**config.mk**
```make
export PLATFORM = sky130hd
export DESIGN_NAME = keyboard_scancode_translator_top
export DESIGN_NICKNAME = d
export VERILOG_FILES = /design/src/hdl/kst_pkg.sv /design/src/hdl/kst_xlate.sv /design/src/hdl/keyboard_scancode_translator_top.sv
export SDC_FILE = /design/constraint.sdc
export NUM_CORES = 1
export LEC_CHECK = 0
export ABC_AREA = 1
export BUFFER_PORTS_ARGS = -buffer_cell sky130_fd_sc_hd__buf_2
export CAP_MARGIN = 20
export CORE_ASPECT_RATIO = 0.5
export CORE_MARGIN = 2
export CORE_UTILIZATION = 50
export DETAILED_ROUTE_END_ITERATION = 7
export PLACE_DENSITY = 0.7
export SYNTH_ARGS = -nofsm -noshare
export SYNTH_HDL_FRONTEND = slang
export SYNTH_SLANG_ARGS = --single-unit
```
**constraint.sdc**
```tcl
create_clock -name clk -period 4.79 [get_ports clk]
set_input_delay 0.2395 -clock clk [delete_from_list [all_inputs] [get_ports clk]]
set_output_delay 0.2395 -clock clk [all_outputs]
set_load 0.01 [all_outputs]
```
**src/hdl/kst_pkg.sv**
```systemverilog
// Package for the keyboard scan code translator.
// Holds the shared state and result types, the key codes and the ASCII tables.
// No dependencies.
package kst_pkg;

  localparam logic [7:0] PREFIX_E0 = 8'hE0;
  localparam logic [7:0] PREFIX_E1 = 8'hE1;

  localparam logic [6:0] KEY_ESC    = 7'h01;
  localparam logic [6:0] KEY_BKSP   = 7'h0E;
  localparam logic [6:0] KEY_TAB    = 7'h0F;
  localparam logic [6:0] KEY_ENTER  = 7'h1C;
  localparam logic [6:0] KEY_CTRL   = 7'h1D;
  localparam logic [6:0] KEY_LSHIFT = 7'h2A;
  localparam logic [6:0] KEY_SLASH  = 7'h35;
  localparam logic [6:0] KEY_RSHIFT = 7'h36;
  localparam logic [6:0] KEY_ALT    = 7'h38;
  localparam logic [6:0] KEY_SPACE  = 7'h39;
  localparam logic [6:0] KEY_CAPS   = 7'h3A;
  localparam logic [6:0] KEY_NUM    = 7'h45;
  localparam logic [6:0] KEY_SCROLL = 7'h46;
  localparam logic [6:0] KEY_PAD_LO = 7'h47;
  localparam logic [6:0] KEY_INS    = 7'h52;
  localparam logic [6:0] KEY_DEL    = 7'h53;
  localparam logic [6:0] TABLE_LEN  = 7'h36;

  localparam logic [15:0] WORD_PAD_ENTER = 16'hE00D;
  localparam logic [15:0] WORD_PAD_SLASH = 16'hE02F;
  localparam logic [7:0]  EXT_ASCII      = 8'hE0;

  // Bit positions in the shift state byte.
  localparam int unsigned F_RSHIFT = 0;
  localparam int unsigned F_LSHIFT = 1;
  localparam int unsigned F_CTRL   = 2;
  localparam int unsigned F_ALT    = 3;
  localparam int unsigned F_SCROLL = 4;
  localparam int unsigned F_NUM    = 5;
  localparam int unsigned F_CAPS   = 6;
  localparam int unsigned F_INS    = 7;

  typedef struct packed {
    logic [7:0] shift_state;
    logic       after_e0;
    logic       after_e1;
    logic       right_ctrl_down;
    logic       right_alt_down;
  } kst_state_t;

  typedef struct packed {
    logic [15:0] key_code;
    logic        key_valid;
    logic        flush_request;
    logic        reboot_request;
    logic [7:0]  modifier_flags;
  } kst_result_t;

  function automatic logic [7:0] plain_char(input logic [6:0] key);
    logic [7:0] c;
    case (key)
      7'h02: c = 8'h31; 7'h03: c = 8'h32; 7'h04: c = 8'h33; 7'h05: c = 8'h34;
      7'h06: c = 8'h35; 7'h07: c = 8'h36; 7'h08: c = 8'h37; 7'h09: c = 8'h38;
      7'h0A: c = 8'h39; 7'h0B: c = 8'h30; 7'h0C: c = 8'h2D; 7'h0D: c = 8'h3D;
      7'h10: c = 8'h71; 7'h11: c = 8'h77; 7'h12: c = 8'h65; 7'h13: c = 8'h72;
      7'h14: c = 8'h74; 7'h15: c = 8'h79; 7'h16: c = 8'h75; 7'h17: c = 8'h69;
      7'h18: c = 8'h6F; 7'h19: c = 8'h70; 7'h1A: c = 8'h5B; 7'h1B: c = 8'h5D;
      7'h1E: c = 8'h61; 7'h1F: c = 8'h73; 7'h20: c = 8'h64; 7'h21: c = 8'h66;
      7'h22: c = 8'h67; 7'h23: c = 8'h68; 7'h24: c = 8'h6A; 7'h25: c = 8'h6B;
      7'h26: c = 8'h6C; 7'h27: c = 8'h3B; 7'h28: c = 8'h27; 7'h29: c = 8'h60;
      7'h2B: c = 8'h5C; 7'h2C: c = 8'h7A; 7'h2D: c = 8'h78; 7'h2E: c = 8'h63;
      7'h2F: c = 8'h76; 7'h30: c = 8'h62; 7'h31: c = 8'h6E; 7'h32: c = 8'h6D;
      7'h33: c = 8'h2C; 7'h34: c = 8'h2E; 7'h35: c = 8'h2F;
      default: c = 8'h00;
    endcase
    return c;
  endfunction

  function automatic logic [7:0] shift_char(input logic [6:0] key);
    logic [7:0] c;
    case (key)
      7'h02: c = 8'h21; 7'h03: c = 8'h40; 7'h04: c = 8'h23; 7'h05: c = 8'h24;
      7'h06: c = 8'h25; 7'h07: c = 8'h5E; 7'h08: c = 8'h26; 7'h09: c = 8'h2A;
      7'h0A: c = 8'h28; 7'h0B: c = 8'h29; 7'h0C: c = 8'h5F; 7'h0D: c = 8'h2B;
      7'h10: c = 8'h51; 7'h11: c = 8'h57; 7'h12: c = 8'h45; 7'h13: c = 8'h52;
      7'h14: c = 8'h54; 7'h15: c = 8'h59; 7'h16: c = 8'h55; 7'h17: c = 8'h49;
      7'h18: c = 8'h4F; 7'h19: c = 8'h50; 7'h1A: c = 8'h7B; 7'h1B: c = 8'h7D;
      7'h1E: c = 8'h41; 7'h1F: c = 8'h53; 7'h20: c = 8'h44; 7'h21: c = 8'h46;
      7'h22: c = 8'h47; 7'h23: c = 8'h48; 7'h24: c = 8'h4A; 7'h25: c = 8'h4B;
      7'h26: c = 8'h4C; 7'h27: c = 8'h3A; 7'h28: c = 8'h22; 7'h29: c = 8'h7E;
      7'h2B: c = 8'h7C; 7'h2C: c = 8'h5A; 7'h2D: c = 8'h58; 7'h2E: c = 8'h43;
      7'h2F: c = 8'h56; 7'h30: c = 8'h42; 7'h31: c = 8'h4E; 7'h32: c = 8'h4D;
      7'h33: c = 8'h3C; 7'h34: c = 8'h3E; 7'h35: c = 8'h3F;
      default: c = 8'h00;
    endcase
    return c;
  endfunction

  function automatic logic is_lower(input logic [7:0] c);
    return (c >= 8'h61) && (c <= 8'h7A);
  endfunction

  function automatic logic is_upper(input logic [7:0] c);
    return (c >= 8'h41) && (c <= 8'h5A);
  endfunction

  function automatic logic [7:0] to_ascii(input logic [6:0] key, input logic shift,
                                          input logic ctrl, input logic caps);
    logic [7:0] p;
    logic [7:0] c;
    p = plain_char(key);
    c = shift ? shift_char(key) : p;
    if (caps && is_lower(c)) begin
      c = c - 8'h20;
    end else if (caps && is_upper(c)) begin
      c = c + 8'h20;
    end
    if (key == KEY_ESC) c = 8'h1B;
    else if (key == KEY_BKSP) c = 8'h08;
    else if (key == KEY_TAB) c = 8'h09;
    else if (key == KEY_ENTER) c = 8'h0D;
    else if (key == KEY_SPACE) c = 8'h20;
    // Control combinations take precedence over everything above.
    if (ctrl) begin
      if (is_lower(p)) c = p - 8'h60;
      else if (key == KEY_ENTER) c = 8'h0A;
      else if (key == KEY_BKSP) c = 8'h7F;
    end
    return c;
  endfunction

endpackage

```
**src/hdl/kst_xlate.sv**
```systemverilog
// Combinational translation of one keyboard byte against the current state.
// Depends on kst_pkg.
module kst_xlate import kst_pkg::*; (
  input  logic [7:0]  raw_code,
  input  logic        use_replacement,
  input  logic [7:0]  replacement_code,
  input  kst_state_t  state,
  output kst_state_t  state_next,
  output kst_result_t result
);

  logic [7:0]  code;
  logic [6:0]  key;
  logic        up;
  logic [7:0]  f;
  logic        handled;
  logic        reboot;
  logic        flush;
  logic        shift;
  logic [15:0] word;

  assign code = use_replacement ? replacement_code : raw_code;
  assign key  = code[6:0];
  assign up   = raw_code[7];

  always_comb begin
    state_next = state;
    f          = state.shift_state;
    handled    = 1'b0;
    reboot     = 1'b0;
    flush      = 1'b0;
    shift      = 1'b0;
    word       = 16'h0000;
    result     = '0;

    if ((raw_code == PREFIX_E0) || (raw_code == PREFIX_E1)) begin
      state_next.after_e0 = (raw_code == PREFIX_E0);
      state_next.after_e1 = (raw_code == PREFIX_E1);
    end else if (code != 8'h00) begin
      unique case (key)
        KEY_LSHIFT, KEY_RSHIFT: begin
          // A shift key behind E0 is a fake shift and leaves the flags alone.
          if (!state.after_e0) begin
            if (key == KEY_LSHIFT) f[F_LSHIFT] = !up;
            else f[F_RSHIFT] = !up;
            handled = 1'b1;
          end
        end
        KEY_CTRL: begin
          f[F_CTRL] = !up;
          if (state.after_e0) state_next.right_ctrl_down = !up;
          handled = 1'b1;
        end
        KEY_ALT: begin
          f[F_ALT] = !up;
          if (state.after_e0) state_next.right_alt_down = !up;
          handled = 1'b1;
        end
        KEY_CAPS: begin
          if (!up) f[F_CAPS] = !f[F_CAPS];
          handled = 1'b1;
        end
        KEY_NUM: begin
          // Behind E1 this is the Pause key.
          if (!state.after_e1 && !up) f[F_NUM] = !f[F_NUM];
          handled = 1'b1;
        end
        KEY_SCROLL: begin
          if (state.after_e0) flush = up;
          else if (!up) f[F_SCROLL] = !f[F_SCROLL];
          handled = 1'b1;
        end
        KEY_INS: begin
          if (!up && !state.after_e0) f[F_INS] = !f[F_INS];
        end
        KEY_DEL: begin
          if (!up && f[F_CTRL] && f[F_ALT]) begin
            reboot  = 1'b1;
            handled = 1'b1;
          end
        end
        default: begin
        end
      endcase

      if (!handled && !up) begin
        shift = f[F_LSHIFT] || f[F_RSHIFT];
        if (f[F_NUM] && (key >= KEY_PAD_LO) && (key <= KEY_DEL)) shift = !shift;
        word = {1'b0, key, to_ascii(key, shift, f[F_CTRL], f[F_CAPS])};
        if (state.after_e0) begin
          if (key == KEY_ENTER) word = WORD_PAD_ENTER;
          else if (key == KEY_SLASH) word = WORD_PAD_SLASH;
          else word = {word[15:8], EXT_ASCII};
        end
      end

      // The reboot combination keeps the prefix marks; every other key clears them.
      if (!reboot) begin
        state_next.after_e0 = 1'b0;
        state_next.after_e1 = 1'b0;
      end
    end

    state_next.shift_state = f;
    result.key_valid       = (word != 16'h0000);
    result.key_code        = word;
    result.flush_request   = flush;
    result.reboot_request  = reboot;
    result.modifier_flags  = f;
  end

endmodule

```
**src/hdl/keyboard_scancode_translator_top.sv**
```systemverilog
// Top level of the keyboard scan code translator: input register, state, result register.
// Depends on kst_pkg and kst_xlate.

// Takes set-1 scan code bytes, one per transaction, and returns exactly one result per
// byte: a BIOS key word (scan code high, ASCII low) with its valid flag, the Ctrl+Break
// and Ctrl+Alt+Del requests, and the shift state byte left behind by that byte. A byte
// is accepted in every cycle in which in_stall is low; each accepted byte sits in the input
// register until the result register is free, then passes through the translation
// logic into the result register. The input register absorbs one more
// byte while a result waits under out_stall, so in_stall rises only when both registers
// are full.
module keyboard_scancode_translator_top import kst_pkg::*; (
  input  logic        clk,
  input  logic        rst,
  input  logic        in_valid,
  output logic        in_stall,
  input  logic [7:0]  raw_code,
  input  logic        use_replacement,
  input  logic [7:0]  replacement_code,
  output logic        out_valid,
  input  logic        out_stall,
  output logic [15:0] key_code,
  output logic        key_valid,
  output logic        flush_request,
  output logic        reboot_request,
  output logic [7:0]  modifier_flags
);

  logic        hold_valid;
  logic [7:0]  hold_raw;
  logic        hold_use;
  logic [7:0]  hold_rep;
  kst_state_t  state;
  kst_state_t  state_next;
  kst_result_t result;
  logic        out_free;
  logic        advance;
  logic        in_take;

  assign out_free = !out_valid || !out_stall;
  assign advance  = hold_valid && out_free;
  assign in_stall = hold_valid && !out_free;
  assign in_take  = in_valid && !in_stall;

  kst_xlate u_xlate (
    .raw_code         (hold_raw),
    .use_replacement  (hold_use),
    .replacement_code (hold_rep),
    .state            (state),
    .state_next       (state_next),
    .result           (result)
  );

  always_ff @(posedge clk) begin
    if (rst) begin
      hold_valid <= 1'b0;
      out_valid  <= 1'b0;
      state      <= '0;
    end else begin
      if (in_take) begin
        hold_valid <= 1'b1;
      end else if (advance) begin
        hold_valid <= 1'b0;
      end
      if (advance) begin
        out_valid <= 1'b1;
        state     <= state_next;
      end else if (out_free) begin
        out_valid <= 1'b0;
      end
    end
  end

  always_ff @(posedge clk) begin
    if (in_take) begin
      hold_raw <= raw_code;
      hold_use <= use_replacement;
      hold_rep <= replacement_code;
    end
    if (advance) begin
      key_code       <= result.key_code;
      key_valid      <= result.key_valid;
      flush_request  <= result.flush_request;
      reboot_request <= result.reboot_request;
      modifier_flags <= result.modifier_flags;
    end
  end

endmodule

```
; ---- Word level (Yosys, flattened, before mapping)
; Memories as Yosys holds them, arrays and structs flattened.
; Cells that the tools add are included.
; Widths: inputs -> output; s select.
[word_totals]
out_inout_bits = 29
word_cells = 168
ff_bits = 58
romBits = 896
mem_count = 2
[memory_table]
columns = memory, depth, word_bits, read_ports, rd_ports_with_merged_regs, wr, line_no
row1 = (name not given), 64, 7, 1, 0, 0, kst_pkg.sv:59  ; case (key)
row2 = (name not given), 64, 7, 1, 0, 0, kst_pkg.sv:79  ; case (key)
[classes]
mux = 75
n_lt_le_gt_ge = 8
bitwise = 4
reduce_logical = 43
eq_ne = 18
n_addsub = 3
[ops]
columns = op, n
row1 = $mux 8, 23
row2 = $mux 16, 6
row3 = $eq 7x6->1 const B, 6
row4 = $mux 1, 38
row5 = $eq 7x7->1 const B, 4
row6 = $ge 8x7->1 const B, 3
row7 = $le 8x7->1 const B, 3
row8 = $eq 8x8->1 const B, 2
row9 = $reduce_bool 16->1, 1
row10 = $logic_and 1x1->1, 15
row11 = $eq 7x4->1 const B, 2
row12 = $eq 7x5->1 const B, 2
row13 = $logic_not 1->1, 13
row14 = $mux 2, 6
row15 = $reduce_and 5->1, 2
row16 = $add 8x6->8 const B, 1
row17 = $reduce_bool 8->1, 1
row18 = $sub 8x6->8 const B, 1
row19 = $sub 8x7->8 const B, 1
row20 = $eq 7x1->1 const B, 1
row21 = $ge 7x7->1 const B, 1
row22 = $le 7x7->1 const B, 1
row23 = $reduce_bool 2->1, 3
row24 = $reduce_or 5->1, 1
row25 = 8 further kinds, 14

; ---- Logic depth before layout (Yosys ltp)
[depth]
ltp_word = 33
ltp_mapped = 31

; ---- Hierarchy
; A second synthesis with hierarchy kept.
[hier_totals]
cells_unflattened = 689
area_unflattened_um2 = 4946.0
[modules_own_cells]
columns = module, seq_area_each_um2, cells_per_inst, area_per_inst_um2, instances
row1 = kst_xlate, 0.0, 554, 2959.1, 1
row2 = keyboard_scancode_translator_top, 1601.5, 135, 1986.9, 1

; ---- Worst setup path after synthesis
; No wires, ideal clock.
[synth_timing]
path_kind = flip-flop to flip-flop
from = reg hold_use
to = reg key_code[5], data pin
required_time_ns = 4.533
setup_slack_ns = 1.422
t_arrival_ns = 3.111
synth_period_minus_slack_ns = 3.368
stages_incl_launch_ff = 30
setup_ns = 0.257
cell_sequence = edfxtp_1 > buf_6 > buf_12 > o21ai_4 > inv_1 > ha_1 > inv_1 > nor2_2 > nand2_1 > nand2_1 > nand2_2 > inv_2 > nor2_4 > nand2_2 > nand2_4 > nand2_2 > nand2_4 > inv_1 > ha_1 > nand2_1 > nand3b_1 > nand2_1 > nand2_1 > nand2_1 > nand2_1 > nand3_1 > nand2_1 > nand2_1 > nand2_1 > a21oi_2
[synth_rtl]
columns = element, line_no
row1 = start: declaration, keyboard_scancode_translator_top.sv:31  ; logic hold_use;
row2 = start signal: assignment, keyboard_scancode_translator_top.sv:77  ; hold_use <= use_replacement;
row3 = end signal: assignment, keyboard_scancode_translator_top.sv:81  ; key_code <= result.key_code;
row4 = end: declaration, keyboard_scancode_translator_top.sv:22  ; output logic [15:0] key_code,

==> metrics.yaml <==
detailed_routing:
  routedWlPerCell_um: 15.6
  via_count: 4383
  dr.first_iter.drc_count: 483
  viasPerCell: 5.48
  drt-total-wl_um: 12500
  drc_errors: 1
  ant_nets: 0
  first_pass_iters: 7
die:
  core_sq_um: 8860
  die_x_um: 140
  rows: 24
  start_util: 0.523
  die_area_sq_um: 10100
  die_y_um: 72.1
  ios: 50
worst_setup_path:
  r2r_setup_slack_ns: 0.54
  worstSetupPathType: "reg -> reg"
  cpMostUsedCell: "nand2_1"
  end_kind: "flip-flop"
  worstPathArrival_ns: 4.30
  r2r-end: "key_valid"
  worstReg2RegStart: "hold_use"
  cp_max_fo: 11
  cp_slowest_cell: "edfxtp_1"
  setup.worst_path.start_class: "flip-flop"
  cpPeakStageDelay_ns: 0.56
  required_ns: 4.84
  reg2reg_depth: 28
hold_path:
  hold_end: "hold_raw[7]"
  hp-start: "raw_code[7]"
  hold_depth: 1
  hold_class: "in -> reg"
sta:
  skew_ns: 0.00913
  fin_setup_tns_ns: 0
  slew-limit-headroom: 0.528
  rsz0062_at_grt: "no"
  worstMarginPinSlew_ns: 0.700
  period_share: 0.887
  drv_slew: 0
  finalHoldViolCount: 0
  layout_min_cycle_time_ns: 4.25
  setup_viol: 0
  max_freq_mhz: 235
  fin_ws_ns: 0.542
layout:
  final_nets: 720
  drive_gt1_frac: 0.223
  synthToLayoutAreaGrowth_pct: 10.4
  mostFrequentLayoutCell: "nand2_1"
  final_cell_mix: "nand2_1, inv_1, nor2_1, nand3_1, buf_2"
  n_antenna_cell: 0
placement:
  numPortBuffers: 49
  finalWeightedCongestion: 0.993
  dp_hpwl_um: 9750
  place_ws_ns: 0.634
power:
  clkPwrFrac: 0.268
  powerDensity_nw_per_um2: 271
  p_int_w: 0.000890
  p_comb_frac: 0.322
  peakVddDrop_mv: 0.177
  p_leak_nw: 2.47
  power_frac_seq: 0.410
  p_sw_w: 0.000497
  p_sw_frac: 0.358
synth:
  syn_nets: 670
  synth.distinct_cells: 46
  synth_seq_cells: 56
  synth_warnings: 0
  synth.cell_area_sq_um: 4630
  synth-seq-area-share: 0.337
  syn_inst: 632
  synth.avg_cell_area_sq_um: 7.33
grt:
  track_usage: 0.255
  grt_pass1_vias: 3924
  grt_pass1_wl_um: 20300
  grt_max_degree: 38
  antenna_found_initial: 0
  grt-ovfl-total: 0
job:
  cap_violations: 0
status:
  status: "finished with violations"
  violations: "DRC"
clock_tree:
  ctsRootBufferMaster: "clkbuf_16"
  post_cts_resized: 0
  clockBufferDepth: 2
  htreeDepth: 2
  cts_hold_buf: 0
  cts.sinks: 56
  cts_made_buffers: 5
  clk_pin_slew_ns: 0.08
  cts_tree: "built"
  worstSkewPairLatency_ns: 0.30
  cts_setup_buffers: 0
[worst max-delay path by stage]
stage | from | slack, ns | to | cells past startpoint
after floorplan | hold_use | 1.42 | key_code[5] | 29
after global placement | hold_use | 0.65 | key_valid | 28
after detailed placement | hold_use | 0.63 | key_valid | 28
after CTS | hold_use | 0.62 | key_valid | 28
after global routing | hold_use | 0.26 | key_valid | 28
final | hold_use | 0.54 | key_valid | 28
[worst max-delay path: cells and delay by family (launching register included)]
family                   cells  cell delay [ns]
flip-flops                   1             0.56
AND/OR/NAND/NOR             23             2.39
buffers and inverters        3             0.52
adder cells (fa/ha/maj)      2             0.51
[cell families (layout without fill, tap and decap cells)]
kind of cell,count (synthesis),in the layout,synth area share
adder cells (fa/ha/maj),17,17,0.0459
XOR/XNOR,4,4,0.00756
buffers and inverters,99,150,0.0937
AO/OA/AOI/OAI,74,74,0.0940
flip-flops,56,56,0.337
AND/OR/NAND/NOR,382,382,0.422
[final cells by class]
| cell class | instances | area [sq um] |
|---|---|---|
| Clock inverter | 3 | 26.3 |
| Tap cell | 117 | 146 |
| Sequential cell | 56 | 1560 |
| Multi-Input combinational cell | 477 | 2640 |
| Inverter | 90 | 348 |
| Fill cell | 818 | 3740 |
| Clock buffer | 5 | 125 |
| Timing Repair Buffer | 52 | 268 |
[power by group through the flow]
stage	combinational (W)	clock, W	sequential, W
floorplan	0.000325	0	0.000584
global placement	0.000436	0	0.000579
detailed placement	0.000434	0	0.000580
CTS	0.000435	0.000380	0.000569
global route	0.000493	0.000400	0.000572
finish	0.000446	0.000372	0.000569
[sequential cells by signal (all words and copies together) (netlist names)]
name            cells
key_valid           1
hold_raw            8
hold_use            1
hold_rep            8
state              10
out_valid           1
flush_request       1
hold_valid          1
reboot_request      1
modifier_flags      8
key_code           16
[cells in the mapped netlist, drive strengths merged]
master	number	area, sq um
nand3b	2	15.0
a21oi	20	115
nor3	13	70.1
nand4	9	56.3
xor2	4	35.0
o31ai	1	7.51
nand3	63	358
or2	1	6.26
a32oi	1	8.76
ha	17	213
o21ai	41	224
and2	1	8.76
inv	86	333
nor3b	1	7.51
a31oi	1	6.26
edfxtp	44	1320
a211oi	1	7.51
clkbuf	2	7.51
nand2	211	1020
dfxtp	12	240
o21bai	1	7.51
o22ai	1	6.26
nor4	7	56.3
buf	7	78.8
o211ai	7	52.6
nor2	74	355
clkinv	4	15.0
[metrics by stage]
stage	utilization	hold WS, ns	cells	instance area [sq um]	power (W)
floorplan	-	0.338	632	4630	0.000909
global placement	0.560	0.416	792	4960	0.00101
detailed placement	0.560	0.418	792	4960	0.00101
CTS	0.577	0.107	800	5110	0.00138
global route	0.577	0.0985	800	5110	0.00146
finish	0.577	0.112	800	5110	0.00139
[layer usage]
metal	track usage	share of wire
met5	0	0
met4	0.0325	0.0099
met3	0.0574	0.13
met2	0.366	0.39
met1	0.399	0.47
No activity file was read; power rests on OpenSTA's default activity.
